### src/hw/rtl/ntl_pkg.sv
// ----------------------------------------------------------------------------
// ntl_pkg
// Shared widths, codes and record types of the neighbor latency average table.
// ----------------------------------------------------------------------------
package ntl_pkg;

   localparam int ADDR_W      = 16;
   localparam int TS_W        = 32;
   localparam int SAMPLE_W    = 32;
   localparam int SUM_W       = 48;
   localparam int COUNT_W     = 16;
   localparam int INDEX_W     = 4;
   localparam int STATUS_W    = 2;
   localparam int DIFF_W      = TS_W + 2;
   localparam int QUEUE_DEPTH = 2;
   localparam int QPTR_W      = $clog2(QUEUE_DEPTH);
   localparam int QCNT_W      = $clog2(QUEUE_DEPTH + 1);

   localparam logic [COUNT_W-1:0]         COUNT_MAX  = '1;
   localparam logic signed [SAMPLE_W-1:0] SAMPLE_MAX = {1'b0, {(SAMPLE_W-1){1'b1}}};
   localparam logic signed [SAMPLE_W-1:0] SAMPLE_MIN = {1'b1, {(SAMPLE_W-1){1'b0}}};

   typedef enum logic [STATUS_W-1:0] {
      STATUS_UPDATED = 2'd0,
      STATUS_ADDED   = 2'd1,
      STATUS_DROPPED = 2'd2
   } status_type;

   // one acknowledgement after the delay has been worked out
   typedef struct packed {
      logic [ADDR_W-1:0]          addr;
      logic signed [SAMPLE_W-1:0] sample;
   } item_type;

   // one table row as held in the data memory
   typedef struct packed {
      logic signed [SUM_W-1:0]    sum;
      logic [COUNT_W-1:0]         count;
      logic signed [SAMPLE_W-1:0] average;
   } entry_type;

   typedef struct packed {
      status_type                 status;
      logic [INDEX_W-1:0]         entry_index;
      logic signed [SAMPLE_W-1:0] sample_latency;
      logic signed [SAMPLE_W-1:0] average_latency;
      logic [COUNT_W-1:0]         sample_count;
   } result_type;

endpackage

### src/hw/rtl/ntl_ram.sv
// ----------------------------------------------------------------------------
// ntl_ram
// Generic single write port, single read port memory with registered read.
// ----------------------------------------------------------------------------
module ntl_ram #(
   parameter int  WIDTH = 8,
   parameter int  DEPTH = 16,
   localparam int AW    = (DEPTH > 1) ? $clog2(DEPTH) : 1
) (
   input  logic             clock,
   input  logic             wr_en,
   input  logic [AW-1:0]    wr_addr,
   input  logic [WIDTH-1:0] wr_data,
   input  logic [AW-1:0]    rd_addr,
   output logic [WIDTH-1:0] rd_data
);

   logic [WIDTH-1:0] mem_ff [DEPTH];
   logic [WIDTH-1:0] rd_data_ff;

   always_ff @(posedge clock) begin
      if (wr_en) begin
         mem_ff[wr_addr] <= wr_data;
      end
      rd_data_ff <= mem_ff[rd_addr];
   end

   assign rd_data = rd_data_ff;

endmodule

### src/hw/rtl/ntl_front.sv
// ----------------------------------------------------------------------------
// ntl_front
// Accept acknowledgements and form the halved, saturated one-way delay.
// ----------------------------------------------------------------------------
module ntl_front import ntl_pkg::*; (
   input  logic              clock,
   input  logic              reset,
   input  logic              req_valid,
   output logic              req_stall,
   input  logic [ADDR_W-1:0] req_sender_addr,
   input  logic [TS_W-1:0]   req_t1_local_send,
   input  logic [TS_W-1:0]   req_t2_remote_arrival,
   input  logic [TS_W-1:0]   req_t3_remote_send,
   input  logic [TS_W-1:0]   req_t4_local_arrival,
   output logic              push_valid,
   output item_type          push_item,
   input  logic              push_stall
);

   logic                     a_valid_ff, a_valid_in;
   logic [ADDR_W-1:0]        a_addr_ff;
   logic signed [TS_W:0]     a_rt_ff, a_rt_in;
   logic signed [TS_W:0]     a_ta_ff, a_ta_in;
   logic                     b_valid_ff, b_valid_in;
   logic [ADDR_W-1:0]        b_addr_ff;
   logic signed [DIFF_W-1:0] b_diff_ff, b_diff_in;
   logic                     a_stall, b_stall;
   logic signed [DIFF_W-1:0] diff_rnd, half;
   logic [DIFF_W-SAMPLE_W:0] half_hi;
   logic signed [SAMPLE_W-1:0] sample;

   assign b_stall   = b_valid_ff & push_stall;
   assign a_stall   = a_valid_ff & b_stall;
   assign req_stall = a_stall;

   // round trip and remote turnaround, exact in one extra bit
   assign a_rt_in = $signed({1'b0, req_t4_local_arrival}) - $signed({1'b0, req_t1_local_send});
   assign a_ta_in = $signed({1'b0, req_t3_remote_send}) - $signed({1'b0, req_t2_remote_arrival});
   assign b_diff_in = DIFF_W'(a_rt_ff) - DIFF_W'(a_ta_ff);

   assign a_valid_in = a_stall ? a_valid_ff : req_valid;
   assign b_valid_in = b_stall ? b_valid_ff : a_valid_ff;

   // halve toward zero: add one to negative values before the shift
   assign diff_rnd = b_diff_ff + DIFF_W'(b_diff_ff[DIFF_W-1]);
   assign half     = diff_rnd >>> 1;
   assign half_hi  = half[DIFF_W-1:SAMPLE_W-1];

   always_comb begin
      if ((half_hi == '0) || (half_hi == '1)) begin
         sample = half[SAMPLE_W-1:0];
      end else if (half[DIFF_W-1]) begin
         sample = SAMPLE_MIN;
      end else begin
         sample = SAMPLE_MAX;
      end
   end

   assign push_valid       = b_valid_ff;
   assign push_item.addr   = b_addr_ff;
   assign push_item.sample = sample;

   always_ff @(posedge clock) begin
      if (reset) begin
         a_valid_ff <= 1'b0;
         b_valid_ff <= 1'b0;
      end else begin
         a_valid_ff <= a_valid_in;
         b_valid_ff <= b_valid_in;
      end
   end

   always_ff @(posedge clock) begin
      if (!a_stall) begin
         a_addr_ff <= req_sender_addr;
         a_rt_ff   <= a_rt_in;
         a_ta_ff   <= a_ta_in;
      end
      if (!b_stall) begin
         b_addr_ff <= a_addr_ff;
         b_diff_ff <= b_diff_in;
      end
   end

endmodule

### src/hw/rtl/ntl_queue.sv
// ----------------------------------------------------------------------------
// ntl_queue
// Short queue between the delay front end and the table back end.
// ----------------------------------------------------------------------------
module ntl_queue import ntl_pkg::*; (
   input  logic     clock,
   input  logic     reset,
   input  logic     push_valid,
   output logic     push_stall,
   input  item_type push_item,
   output logic     pop_valid,
   input  logic     pop_stall,
   output item_type pop_item
);

   item_type          q_ff [QUEUE_DEPTH];
   logic [QPTR_W-1:0] wr_ptr_ff, wr_ptr_in;
   logic [QPTR_W-1:0] rd_ptr_ff, rd_ptr_in;
   logic [QCNT_W-1:0] count_ff, count_in;
   logic              do_push, do_pop;

   assign push_stall = (count_ff == QCNT_W'(QUEUE_DEPTH));
   assign pop_valid  = (count_ff != '0);
   assign pop_item   = q_ff[rd_ptr_ff];

   assign do_push = push_valid & ~push_stall;
   assign do_pop  = pop_valid & ~pop_stall;

   assign wr_ptr_in = do_push ? wr_ptr_ff + 1'b1 : wr_ptr_ff;
   assign rd_ptr_in = do_pop ? rd_ptr_ff + 1'b1 : rd_ptr_ff;

   always_comb begin
      count_in = count_ff;
      if (do_push && !do_pop) begin
         count_in = count_ff + 1'b1;
      end else if (do_pop && !do_push) begin
         count_in = count_ff - 1'b1;
      end
   end

   always_ff @(posedge clock) begin
      if (reset) begin
         wr_ptr_ff <= '0;
         rd_ptr_ff <= '0;
         count_ff  <= '0;
      end else begin
         wr_ptr_ff <= wr_ptr_in;
         rd_ptr_ff <= rd_ptr_in;
         count_ff  <= count_in;
      end
   end

   always_ff @(posedge clock) begin
      if (do_push) begin
         q_ff[wr_ptr_ff] <= push_item;
      end
   end

endmodule

### src/hw/rtl/ntl_back.sv
// ----------------------------------------------------------------------------
// ntl_back
// Table search, append, accumulate and serial averaging divide.
// ----------------------------------------------------------------------------
module ntl_back import ntl_pkg::*; #(
   parameter int TABLE_ENTRIES = 16
) (
   input  logic       clock,
   input  logic       reset,
   input  logic       pop_valid,
   output logic       pop_stall,
   input  item_type   pop_item,
   output logic       rsp_valid,
   input  logic       rsp_stall,
   output result_type rsp_result
);

   localparam int AW     = (TABLE_ENTRIES > 1) ? $clog2(TABLE_ENTRIES) : 1;
   localparam int CW     = $clog2(TABLE_ENTRIES + 1);
   localparam int STEP_W = $clog2(SUM_W);

   typedef enum logic [6:0] {
      ST_IDLE   = 7'b0000001,
      ST_SCAN   = 7'b0000010,
      ST_FETCH  = 7'b0000100,
      ST_PREP   = 7'b0001000,
      ST_DIVIDE = 7'b0010000,
      ST_FINISH = 7'b0100000,
      ST_DONE   = 7'b1000000
   } state_type;

   state_type                  state_ff, state_in;
   item_type                   cur_ff, cur_in;
   logic [CW-1:0]              scan_ptr_ff, scan_ptr_in;
   logic [CW-1:0]              used_ff, used_in;
   logic                       chk_valid_ff, chk_valid_in;
   logic [AW-1:0]              chk_idx_ff, chk_idx_in;
   logic [AW-1:0]              slot_ff, slot_in;
   status_type                 status_ff, status_in;
   logic signed [SUM_W-1:0]    sum_ff, sum_in;
   logic [COUNT_W-1:0]         count_ff, count_in;
   logic signed [SAMPLE_W-1:0] res_avg_ff, res_avg_in;
   logic                       write_ff, write_in;
   logic                       neg_ff, neg_in;
   logic [SUM_W-1:0]           quot_ff, quot_in;
   logic [COUNT_W-1:0]         rem_ff, rem_in;
   logic [STEP_W-1:0]          step_ff, step_in;
   logic                       rsp_valid_ff, rsp_valid_in;
   result_type                 rsp_ff, rsp_in;

   logic                       addr_wr_en;
   logic [ADDR_W-1:0]          addr_rd_data;
   logic                       data_wr_en;
   entry_type                  data_wr_data, data_rd_data;
   logic                       match;
   logic [COUNT_W:0]           rem_shift;
   logic [COUNT_W+1:0]         trial;
   logic                       trial_ge;

   ntl_ram #(.WIDTH(ADDR_W), .DEPTH(TABLE_ENTRIES)) u_addr_ram (
      .clock   (clock),
      .wr_en   (addr_wr_en),
      .wr_addr (used_ff[AW-1:0]),
      .wr_data (cur_ff.addr),
      .rd_addr (scan_ptr_ff[AW-1:0]),
      .rd_data (addr_rd_data)
   );

   ntl_ram #(.WIDTH($bits(entry_type)), .DEPTH(TABLE_ENTRIES)) u_data_ram (
      .clock   (clock),
      .wr_en   (data_wr_en),
      .wr_addr (slot_ff),
      .wr_data (data_wr_data),
      .rd_addr (chk_idx_ff),
      .rd_data (data_rd_data)
   );

   assign pop_stall  = (state_ff != ST_IDLE);
   assign rsp_valid  = rsp_valid_ff;
   assign rsp_result = rsp_ff;

   assign match = chk_valid_ff && (addr_rd_data == cur_ff.addr);

   assign data_wr_data.sum     = sum_ff;
   assign data_wr_data.count   = count_ff;
   assign data_wr_data.average = res_avg_ff;

   // one restoring divide step on the magnitude of the sum
   assign rem_shift = {rem_ff, quot_ff[SUM_W-1]};
   assign trial     = {1'b0, rem_shift} - {2'b00, count_ff};
   assign trial_ge  = ~trial[COUNT_W+1];

   always_comb begin
      state_in     = state_ff;
      cur_in       = cur_ff;
      scan_ptr_in  = scan_ptr_ff;
      used_in      = used_ff;
      chk_valid_in = chk_valid_ff;
      chk_idx_in   = chk_idx_ff;
      slot_in      = slot_ff;
      status_in    = status_ff;
      sum_in       = sum_ff;
      count_in     = count_ff;
      res_avg_in   = res_avg_ff;
      write_in     = write_ff;
      neg_in       = neg_ff;
      quot_in      = quot_ff;
      rem_in       = rem_ff;
      step_in      = step_ff;
      rsp_valid_in = rsp_valid_ff & rsp_stall;
      rsp_in       = rsp_ff;
      addr_wr_en   = 1'b0;
      data_wr_en   = 1'b0;

      case (state_ff)
         ST_IDLE: begin
            if (pop_valid) begin
               cur_in       = pop_item;
               scan_ptr_in  = '0;
               chk_valid_in = 1'b0;
               state_in     = ST_SCAN;
            end
         end
         ST_SCAN: begin
            if (match) begin
               chk_valid_in = 1'b0;
               slot_in      = chk_idx_ff;
               status_in    = STATUS_UPDATED;
               state_in     = ST_FETCH;
            end else if (scan_ptr_ff < used_ff) begin
               chk_valid_in = 1'b1;
               chk_idx_in   = scan_ptr_ff[AW-1:0];
               scan_ptr_in  = scan_ptr_ff + 1'b1;
            end else if (chk_valid_ff) begin
               chk_valid_in = 1'b0;
            end else if (used_ff < CW'(TABLE_ENTRIES)) begin
               // append the sender, sum starts from this sample
               addr_wr_en = 1'b1;
               slot_in    = used_ff[AW-1:0];
               used_in    = used_ff + 1'b1;
               status_in  = STATUS_ADDED;
               sum_in     = SUM_W'(cur_ff.sample);
               count_in   = COUNT_W'(1);
               write_in   = 1'b1;
               state_in   = ST_PREP;
            end else begin
               slot_in    = '0;
               status_in  = STATUS_DROPPED;
               res_avg_in = '0;
               count_in   = '0;
               write_in   = 1'b0;
               state_in   = ST_DONE;
            end
         end
         ST_FETCH: begin
            if (data_rd_data.count == COUNT_MAX) begin
               // saturated: hold sum, count and average
               res_avg_in = data_rd_data.average;
               count_in   = data_rd_data.count;
               write_in   = 1'b0;
               state_in   = ST_DONE;
            end else begin
               sum_in   = data_rd_data.sum + SUM_W'(cur_ff.sample);
               count_in = data_rd_data.count + 1'b1;
               write_in = 1'b1;
               state_in = ST_PREP;
            end
         end
         ST_PREP: begin
            neg_in   = sum_ff[SUM_W-1];
            quot_in  = sum_ff[SUM_W-1] ? -sum_ff : sum_ff;
            rem_in   = '0;
            step_in  = '0;
            state_in = ST_DIVIDE;
         end
         ST_DIVIDE: begin
            rem_in  = trial_ge ? trial[COUNT_W-1:0] : rem_shift[COUNT_W-1:0];
            quot_in = {quot_ff[SUM_W-2:0], trial_ge};
            step_in = step_ff + 1'b1;
            if (step_ff == STEP_W'(SUM_W - 1)) begin
               state_in = ST_FINISH;
            end
         end
         ST_FINISH: begin
            res_avg_in = neg_ff ? -quot_ff[SAMPLE_W-1:0] : quot_ff[SAMPLE_W-1:0];
            state_in   = ST_DONE;
         end
         ST_DONE: begin
            if (!rsp_valid_ff || !rsp_stall) begin
               data_wr_en             = write_ff;
               rsp_valid_in           = 1'b1;
               rsp_in.status          = status_ff;
               rsp_in.entry_index     = INDEX_W'(slot_ff);
               rsp_in.sample_latency  = cur_ff.sample;
               rsp_in.average_latency = res_avg_ff;
               rsp_in.sample_count    = count_ff;
               state_in               = ST_IDLE;
            end
         end
         default: begin
            state_in = ST_IDLE;
         end
      endcase
   end

   always_ff @(posedge clock) begin
      if (reset) begin
         state_ff     <= ST_IDLE;
         used_ff      <= '0;
         chk_valid_ff <= 1'b0;
         rsp_valid_ff <= 1'b0;
      end else begin
         state_ff     <= state_in;
         used_ff      <= used_in;
         chk_valid_ff <= chk_valid_in;
         rsp_valid_ff <= rsp_valid_in;
      end
   end

   always_ff @(posedge clock) begin
      cur_ff      <= cur_in;
      scan_ptr_ff <= scan_ptr_in;
      chk_idx_ff  <= chk_idx_in;
      slot_ff     <= slot_in;
      status_ff   <= status_in;
      sum_ff      <= sum_in;
      count_ff    <= count_in;
      res_avg_ff  <= res_avg_in;
      write_ff    <= write_in;
      neg_ff      <= neg_in;
      quot_ff     <= quot_in;
      rem_ff      <= rem_in;
      step_ff     <= step_in;
      rsp_ff      <= rsp_in;
   end

endmodule

### src/hw/rtl/neighbor_latency_average_table.sv
// ----------------------------------------------------------------------------
// neighbor_latency_average_table
// Per-neighbor running average of the two-way time transfer one-way delay.
// ----------------------------------------------------------------------------
// Path: a request passes the front end registers and the queue, then the back end
//   searches the table entries in use; a saturated hit or a drop skips the divide.
// Flow: the table back end takes a new acknowledgement only once it is idle; the
//   two-entry queue lets the delay front end run ahead by up to four items.
// Reset: synchronous, active high; empties the table (fill count to zero),
//   the queue and the result register. Table memories are not cleared.
module neighbor_latency_average_table import ntl_pkg::*; #(
   parameter int TABLE_ENTRIES = 16
) (
   input  logic                       clock,
   input  logic                       reset,
   input  logic                       req_valid,
   output logic                       req_stall,
   input  logic [ADDR_W-1:0]          req_sender_addr,
   input  logic [TS_W-1:0]            req_t1_local_send,
   input  logic [TS_W-1:0]            req_t2_remote_arrival,
   input  logic [TS_W-1:0]            req_t3_remote_send,
   input  logic [TS_W-1:0]            req_t4_local_arrival,
   output logic                       rsp_valid,
   input  logic                       rsp_stall,
   output logic [STATUS_W-1:0]        rsp_status,
   output logic [INDEX_W-1:0]         rsp_entry_index,
   output logic signed [SAMPLE_W-1:0] rsp_sample_latency,
   output logic signed [SAMPLE_W-1:0] rsp_average_latency,
   output logic [COUNT_W-1:0]         rsp_sample_count
);

   // front end to queue
   logic       push_valid;
   logic       push_stall;
   item_type   push_item;
   // queue to back end
   logic       pop_valid;
   logic       pop_stall;
   item_type   pop_item;
   // back end result register
   result_type rsp_result;

   // Front end: take one transfer per cycle while not stalled, form the round trip and the
   // remote turnaround, then halve the difference and saturate it.
   ntl_front u_front (
      .clock                 (clock),
      .reset                 (reset),
      .req_valid             (req_valid),
      .req_stall             (req_stall),
      .req_sender_addr       (req_sender_addr),
      .req_t1_local_send     (req_t1_local_send),
      .req_t2_remote_arrival (req_t2_remote_arrival),
      .req_t3_remote_send    (req_t3_remote_send),
      .req_t4_local_arrival  (req_t4_local_arrival),
      .push_valid            (push_valid),
      .push_item             (push_item),
      .push_stall            (push_stall)
   );

   // Decouple: hold finished delays while the back end is busy with a search or a divide.
   ntl_queue u_queue (
      .clock      (clock),
      .reset      (reset),
      .push_valid (push_valid),
      .push_stall (push_stall),
      .push_item  (push_item),
      .pop_valid  (pop_valid),
      .pop_stall  (pop_stall),
      .pop_item   (pop_item)
   );

   // Back end: search the address memory, append or drop on a miss,
   // accumulate, divide serially and present the result in its own register.
   ntl_back #(.TABLE_ENTRIES(TABLE_ENTRIES)) u_back (
      .clock      (clock),
      .reset      (reset),
      .pop_valid  (pop_valid),
      .pop_stall  (pop_stall),
      .pop_item   (pop_item),
      .rsp_valid  (rsp_valid),
      .rsp_stall  (rsp_stall),
      .rsp_result (rsp_result)
   );

   // unpack the result record onto its ports
   assign rsp_status          = rsp_result.status;
   assign rsp_entry_index     = rsp_result.entry_index;
   assign rsp_sample_latency  = rsp_result.sample_latency;
   assign rsp_average_latency = rsp_result.average_latency;
   assign rsp_sample_count    = rsp_result.sample_count;

   // a dropped acknowledgement reports no slot, average or count
   a_drop_zero: assert property (@(posedge clock) disable iff (reset)
      rsp_valid && (rsp_status == STATUS_DROPPED) |->
         (rsp_sample_count == '0) && (rsp_entry_index == '0) && (rsp_average_latency == '0))
      else $error("dropped result carries table data");

   // a freshly appended neighbor holds exactly this one sample
   a_added_one: assert property (@(posedge clock) disable iff (reset)
      rsp_valid && (rsp_status == STATUS_ADDED) |->
         (rsp_sample_count == COUNT_W'(1)) && (rsp_average_latency == rsp_sample_latency))
      else $error("new entry does not hold its first sample alone");

   // an updated neighbor always has at least one sample
   a_updated_count: assert property (@(posedge clock) disable iff (reset)
      rsp_valid && (rsp_status == STATUS_UPDATED) |-> (rsp_sample_count != '0))
      else $error("updated entry reports an empty count");

endmodule

### config.mk
export PLATFORM = sky130hd
export DESIGN_NAME = neighbor_latency_average_table
export DESIGN_NICKNAME = d
export VERILOG_FILES = /design/src/hw/rtl/ntl_pkg.sv /design/src/hw/rtl/ntl_ram.sv /design/src/hw/rtl/ntl_front.sv /design/src/hw/rtl/ntl_queue.sv /design/src/hw/rtl/ntl_back.sv /design/src/hw/rtl/neighbor_latency_average_table.sv
export SDC_FILE = /design/constraint.sdc
export NUM_CORES = 2
export LEC_CHECK = 0
export ABC_AREA = 1
export BUFFER_PORTS_ARGS = -buffer_cell sky130_fd_sc_hd__buf_2
export CAP_MARGIN = 10
export CELL_PAD_IN_SITES_DETAIL_PLACEMENT = 1
export CELL_PAD_IN_SITES_GLOBAL_PLACEMENT = 1
export CORE_ASPECT_RATIO = 1.4
export CORE_MARGIN = 3
export CORE_UTILIZATION = 45
export DETAILED_ROUTE_END_ITERATION = 8
export GPL_ROUTABILITY_DRIVEN = 0
export GPL_TIMING_DRIVEN = 0
export PLACE_DENSITY = 0.81
export SLEW_MARGIN = 20
export SYNTH_ARGS = -nofsm -noshare
export SYNTH_HDL_FRONTEND = slang
export SYNTH_HIERARCHICAL = 1
export SYNTH_SLANG_ARGS = --single-unit
### constraint.sdc
create_clock -name clock -period 8.17 [get_ports clock]
set_clock_uncertainty 0.05 [all_clocks]
set_input_delay 2.451 -clock clock [delete_from_list [all_inputs] [get_ports clock]]
set_output_delay 2.451 -clock clock [all_outputs]
set_load 0.03 [all_outputs]
# Word level (Yosys, flattened, before mapping)

Memories as Yosys holds them, arrays and structs flattened. A register that Yosys moved wholly into a read port is not among the register bits.
Index checks and enable logic that the tools add are counted.

Bits in registers: 421
Memory bits (writable): 1888
Bits of input ports: 148
Memories: 3

Memory list:

| memory                   | depth | bits a word | read ports | clocked after Yosys merged registers in | write ports | RTL line        | text |
|---|---|---|---|---|---|---|---|
| u_back.u_data_ram.mem_ff | 16    | 96          | 1          | 1                                       | 1           | ntl_ram.sv:18   | `logic [WIDTH-1:0] mem_ff [DEPTH];` |
| u_back.u_addr_ram.mem_ff | 16    | 16          | 1          | 1                                       | 1           | ntl_ram.sv:18   |  |
| u_queue.q_ff             | 2     | 48          | 1          | 1                                       | 1           | ntl_queue.sv:16 | `item_type q_ff [QUEUE_DEPTH];` |

Multiplexer cells: 72
Equality and inequality tests: 28
Magnitude comparators: 2
Bitwise logic cells: 11
Reduce and logical (&&, ||, !) cells: 27
Add/subtract/negate cells: 16

Operators with widths:

| kind                  | count |
|---|---|
| $mux 48               | 6 |
| $mux 32               | 8 |
| $pmux 48 s2           | 2 |
| $pmux 32 s3           | 1 |
| $mux 16               | 5 |
| $sub 32x32->33        | 2 |
| $pmux 16 s2           | 2 |
| $mux 7                | 8 |
| $pmux 7 s7            | 1 |
| $add 48x32->48        | 1 |
| $neg 48->48           | 1 |
| $add 34x1->34         | 1 |
| $sub 33x33->34        | 1 |
| $neg 32->32           | 1 |
| $mux 1                | 23 |
| $sub 17x16->18        | 1 |
| $add 16x1->16 const B | 1 |
| $eq 16x16->1          | 1 |
| $eq 16x16->1 const B  | 1 |
| $mux 4                | 4 |
| $mux 5                | 3 |
| $ne 2x2->1 const B    | 7 |
| $ne 2x1->1 const B    | 6 |
| $pmux 6 s2            | 1 |
| other kinds (36)      | 68 |

# Depth between registers and ports, before layout

Depth after elaboration: 8
Depth in mapped cells: 15

# Cells and area by module

The synthesis kept the hierarchy.

Modules (own cells, without submodules):

| module                       | area each (um2) | cells an instance | seq. area each (um2) | times used |
|---|---|---|---|---|
| ntl_ram at u_back.u_data_ram | 67643.6         | 6302              | 48046.1              | 1 |
| ntl_back                     | 20433.3         | 2594              | 9799.4               | 1 |
| ntl_front                    | 12351.8         | 1815              | 4003.8               | 1 |
| ntl_ram at u_back.u_addr_ram | 11380.9         | 1074              | 8007.7               | 1 |
| ntl_queue                    | 3786.1          | 187               | 2982.9               | 1 |

# Worst setup path before layout

No wires, ideal clock.

Path type: input port to flip-flop
Start point: input rsp_stall
End point: memory u_back/u_data_ram/mem_ff[10][0] (netlist bit) (enable)
Slack: 0.681 ns
Arrival time: 6.887 ns
Stages: 4
Setup time: 0.552 ns
Path through: nand2_1 -> and3_1 -> nand3b_1 -> nor2_1

Longest elaborated chain between the ends: 6

RTL lines:

| element                      | RTL line                             | text |
|---|---|---|
| from (decl)                  | neighbor_latency_average_table.sv:24 | `input logic rsp_stall,` |
| $logic_not 1->1              | ntl_back.sv:189                      | `if (!rsp_valid_ff \|\| !rsp_stall) begin` |
| $logic_or 1x1->1             | ntl_back.sv:189                      |  |
| $mux 1                       | ntl_back.sv:189                      |  |
| $mux 1                       | ntl_back.sv:115                      | `case (state_ff)` |
| named net u_back.data_wr_en  | ntl_back.sv:53                       | `logic data_wr_en;` |
| $mux 1                       | ntl_ram.sv:22                        | `if (wr_en) begin` |
| $mux 1 (implied by the code) | ntl_ram.sv:23                        | `mem_ff[wr_addr] <= wr_data;` |
| to (decl)                    | ntl_ram.sv:18                        |  |

The timed path passes the listed nets, and every way through them passes these cells.

# Worst setup path after layout

Start point: register u_queue.count_ff[1]
End point: output req_stall

Longest elaborated chain between the ends: 3

RTL lines:

| element                | RTL line                             | text |
|---|---|---|
| from (decl)            | ntl_queue.sv:19                      | `logic [QCNT_W-1:0] count_ff, count_in;` |
| from (signal assigned) | ntl_queue.sv:49                      | `count_ff <= count_in;` |
| $eq 2x2->1             | ntl_queue.sv:22                      | `assign push_stall = (count_ff == QCNT_W'(QUEUE_DEPTH));` |
| named net push_stall   | neighbor_latency_average_table.sv:34 | `logic push_stall;` |
| $and 1x1->1            | ntl_front.sv:32                      | `assign b_stall = b_valid_ff & push_stall;` |
| $and 1x1->1            | ntl_front.sv:33                      | `assign a_stall = a_valid_ff & b_stall;` |
| to (decl)              | neighbor_latency_average_table.sv:17 | `output logic req_stall,` |

The timed path passes the listed nets, and every way through them passes these cells.

==> results_dict.tcl <==
set metrics [dict create \
    outcome "complete, no violations" \
    area_delta_synth_final_pct 13.8 \
    finish.utilization_pct 51.6 \
    worst_pin_slew_ns 1.21 \
    antenna_found_initial 36 \
    post-route-min-period_ns 5.13 \
    grt_pass1_vias 97029 \
    track_usage_pct 31.4 \
    cts_tree "built" \
    numPortBuffers 235 \
    clk_pin_slew_worst_paths_ns 0.06 \
    synthMuxAreaShare_pct 0.533 \
    num_vias 91942 \
    fin_nets 12896 \
    irDropWorstVdd_mv 0.199 \
    synth_compound_area_share_pct 2.21 \
    reg2regPathDepth 11 \
    maxCapViolCount 0 \
    clockBufferDepth 4 \
    overflow 0 \
    whs_ns 0.373 \
    critPathArrivalTime_ns 2.63 \
    yosysUniqueCellTypes 60 \
    synthAdderAreaFrac_pct 1.95 \
    ctsResizeCount 0 \
    dr.pass1.iters 5 \
    critPathCaptureType "primary output" \
    cts_num_sinks 2470 \
    multi_input_area_um2 32600 \
    maxSlewHeadroom_pct 19.2 \
    wl_um 422000 \
    io_pins 236 \
    core_um2 255000 \
    yosysWarnings 6 \
    synth-simple-area-share_pct 22.3 \
    power_density_nw_per_um2 251 \
    num-fill-cells 28394 \
    cts-root-buf "clkbuf_16" \
    htreeDepth 4 \
    synth_top_family_by_area "simple AND/OR/NAND/NOR gates" \
    crit_required_ns 5.67 \
    dr.first_iter.drc_count 8348 \
    die_area_um2 263000 \
    wl_per_cell_um 26.2 \
    syn_nets 12297 \
    die_w_um 434 \
    dpl_worst_slack_ns 2.99 \
    crit_chain "inv_1 -> nor2_1 -> nand2_4 -> nor2_1 -> buf_2" \
    hold_viol 0 \
    cts_hold_buf 0 \
    syn-cell-area_um2 116000 \
    initial_core_util_pct 45.4 \
    critical_path.max_stage_delay_ns 0.43 \
    drc 0 \
    critPathLaunch "u_queue/count_ff[1]" \
    ys_ff_latch 2470 \
    cts_setup_buffers 0 \
    grt_pass1_wl_um 614000 \
    layout_setup_ws_ns 3.04 \
    slew_viol_final 0 \
    seq_area_frac_synth_pct 63.0 \
    cp_max_fo 52 \
    criticalPathCategory "flip-flop to primary output" \
    rsz0062_at_grt "no" \
    reg2reg_slack_ns 4.45 \
    numCtsBuffers 232 \
    cp_slowest_cell "nand2_4" \
    leakage_nw 57.2 \
    synth_xor_xnor_area_share_pct 0.976 \
    reg2reg_to "u_back/u_data_ram/mem_ff[7][33]" \
    drive_gt1_share_pct 9.71 \
    ant_nets 0 \
    synth.avg_cell_area_um2 9.66 \
    std_cell_rows 219 \
    vias_per_cell 5.71 \
    finalSetupViolations 0 \
    start_kind "flip-flop" \
    fmax_mhz 195 \
    crit_end "req_stall" \
    syn_inst 11972 \
    post-route-period-util_pct 62.8 \
    timing.rr.start "u_back/state_ff[3]" \
    grt_max_degree 65 \
    dp_hpwl_um 300000 \
    die_h_um 606 \
    cpMostUsedCell "nor2_1" \
    holdCritPathClass "flip-flop to flip-flop" \
    regArea_um2 72800 \
    clkLatencyLatePin_ns 0.92 \
]
layer usage:
layer | track usage (%) | wire [µm]
met1 | 35.7 | 149000
met2 | 53.9 | 208000
met4 | 20.6 | 30700
met3 | 5.71 | 33600
met5 | 0 | 104
worst min path at each step:
stage                             to  cells past startpoint             startpoint
2_1_floorplan  u_back/rsp_result[84]                      0    u_back/status_ff[0]
3_3_place_gp    u_front/b_addr_ff[8]                      0   u_front/a_addr_ff[8]
3_5_place_dp   u_front/b_addr_ff[14]                      0  u_front/a_addr_ff[14]
4_1_cts        u_back/rsp_result[84]                      0    u_back/status_ff[0]
5_1_grt        u_back/rsp_result[84]                      0    u_back/status_ff[0]
6_report       u_back/rsp_result[84]                      0    u_back/status_ff[0]
state kept, by name, summed over array words and instances, names as in the netlist, 4 cells and up, named ones only:
name and flops:
u_back/u_addr_ram/mem_ff 256, u_front/a_ta_ff 33, u_front/b_addr_ff 16, u_back/res_avg_ff 32
u_back/scan_ptr_ff 5, u_back/count_ff 16, u_queue/q_ff 96, u_front/a_rt_ff 33
u_back/u_data_ram/mem_ff 1536, u_back/rem_ff 16, u_front/a_addr_ff 16, u_back/step_ff 6
u_back/slot_ff 4, u_back/rsp_result 86, u_back/chk_idx_ff 4, u_back/state_ff 7
u_back/cur_ff 48, u_back/used_ff 5, u_back/u_addr_ram/rd_data 16, u_back/quot_ff 48
u_back/u_data_ram/rd_data 96, u_front/b_diff_ff 34, u_back/sum_ff 48
through the flow:
stage               area [µm²]  std cells  power [mW]  setup TNS [ns]
floorplan               116000      11972        19.2               0
global placement        121000      15522        21.4        -5747.84
detailed placement      124000      15641        21.8               0
CTS                     131000      16063        32.9               0
global route            132000      16081        34.1               0
finish                  132000      16113        33.0               0
logic make-up (layout without fill, tap and decap cells):
| group | count (synthesis) | in the layout |
|---|---|---|
| XOR/XNOR | 128 | 128 |
| AO/OA/AOI/OAI | 484 | 484 |
| flip-flops | 2470 | 2470 |
| other | 0 | 39 |
| AND/OR/NAND/NOR | 6136 | 6136 |
| buffers and inverters | 2529 | 3316 |
| multiplexers | 48 | 48 |
| adder cells (fa/ha/maj) | 177 | 177 |
layout make-up:
class                           instances  share of cell area (%)
Tap cell                             3315                    3.15
Timing Repair Buffer                  365                    2.96
Clock inverter                        120                    1.02
Clock buffer                          302                    4.76
Buffer                                425                    1.89
Antenna cell                           39                  0.0742
Multi-Input combinational cell       6973                    24.8
Inverter                             2104                    6.00
Sequential cell                      2470                    55.4
placed cells by master (no fill, tap or decap), drive strengths merged, types with 3 or more instances in the layout:
master,Yosys,layout
nand2,3844,3844
edfxtp,2337,2337
inv,2103,2108
nand3,1605,1605
buf,330,695
nor2,507,507
clkbuf,95,397
o21ai,221,221
a21oi,219,219
ha,172,172
dfxtp,133,133
xor2,88,88
clkinv,1,78
nand4,65,65
nor3,65,65
mux2,48,48
xnor2,40,40
diode,0,39
bufinv,0,28
nand3b,17,17
or2,15,15
o21bai,11,11
clkinvlp,0,10
nor4,9,9
a31oi,8,8
a21o,8,8
o211ai,7,7
fa,5,5
and2,4,4
o21a,3,3
nor3b,3,3
a21boi,3,3
cells in the mapped netlist, drive strengths merged:
| master | number | area share (%) |
|---|---|---|
| nor4 | 9 | 0.062 |
| nor3 | 65 | 0.33 |
| o21ai | 221 | 0.96 |
| and2 | 4 | 0.022 |
| dfxtp | 133 | 2.3 |
| o21a | 3 | 0.019 |
| mux2 | 48 | 0.53 |
| nor3b | 3 | 0.024 |
| a21o | 8 | 0.052 |
| a21oi | 219 | 0.97 |
| nand3 | 1605 | 7.0 |
| ha | 172 | 1.9 |
| or2 | 15 | 0.086 |
| xnor2 | 40 | 0.31 |
| clkinv | 1 | 0.0032 |
| nand2 | 3844 | 13 |
| buf | 330 | 1.8 |
| nand4 | 65 | 0.38 |
| o211ai | 7 | 0.045 |
| a31oi | 8 | 0.043 |
| a21boi | 3 | 0.019 |
| o21bai | 11 | 0.071 |
| a22o | 1 | 0.0076 |
| and3 | 2 | 0.011 |
| nor2 | 507 | 1.7 |
| nand3b | 17 | 0.11 |
| edfxtp | 2337 | 61 |
| o22ai | 1 | 0.0054 |
| clkbuf | 95 | 0.31 |
| inv | 2103 | 6.8 |
| xor2 | 88 | 0.67 |
| o31ai | 1 | 0.0065 |
| fa | 5 | 0.087 |
| a32o | 1 | 0.0087 |
power by group:
part	internal, mW	switching, mW	total, mW
Sequential	14.8	1.07	15.9
Clock	6.27	4.86	11.1
Combinational	1.83	4.16	5.99
critical path: cells and delay by family (launching register included):
family	cells	cell delay (ns)
AND/OR/NAND/NOR	3	1.00
flip-flops	1	0.35
buffers and inverters	2	0.35
(Power assumes the default switching activity.)
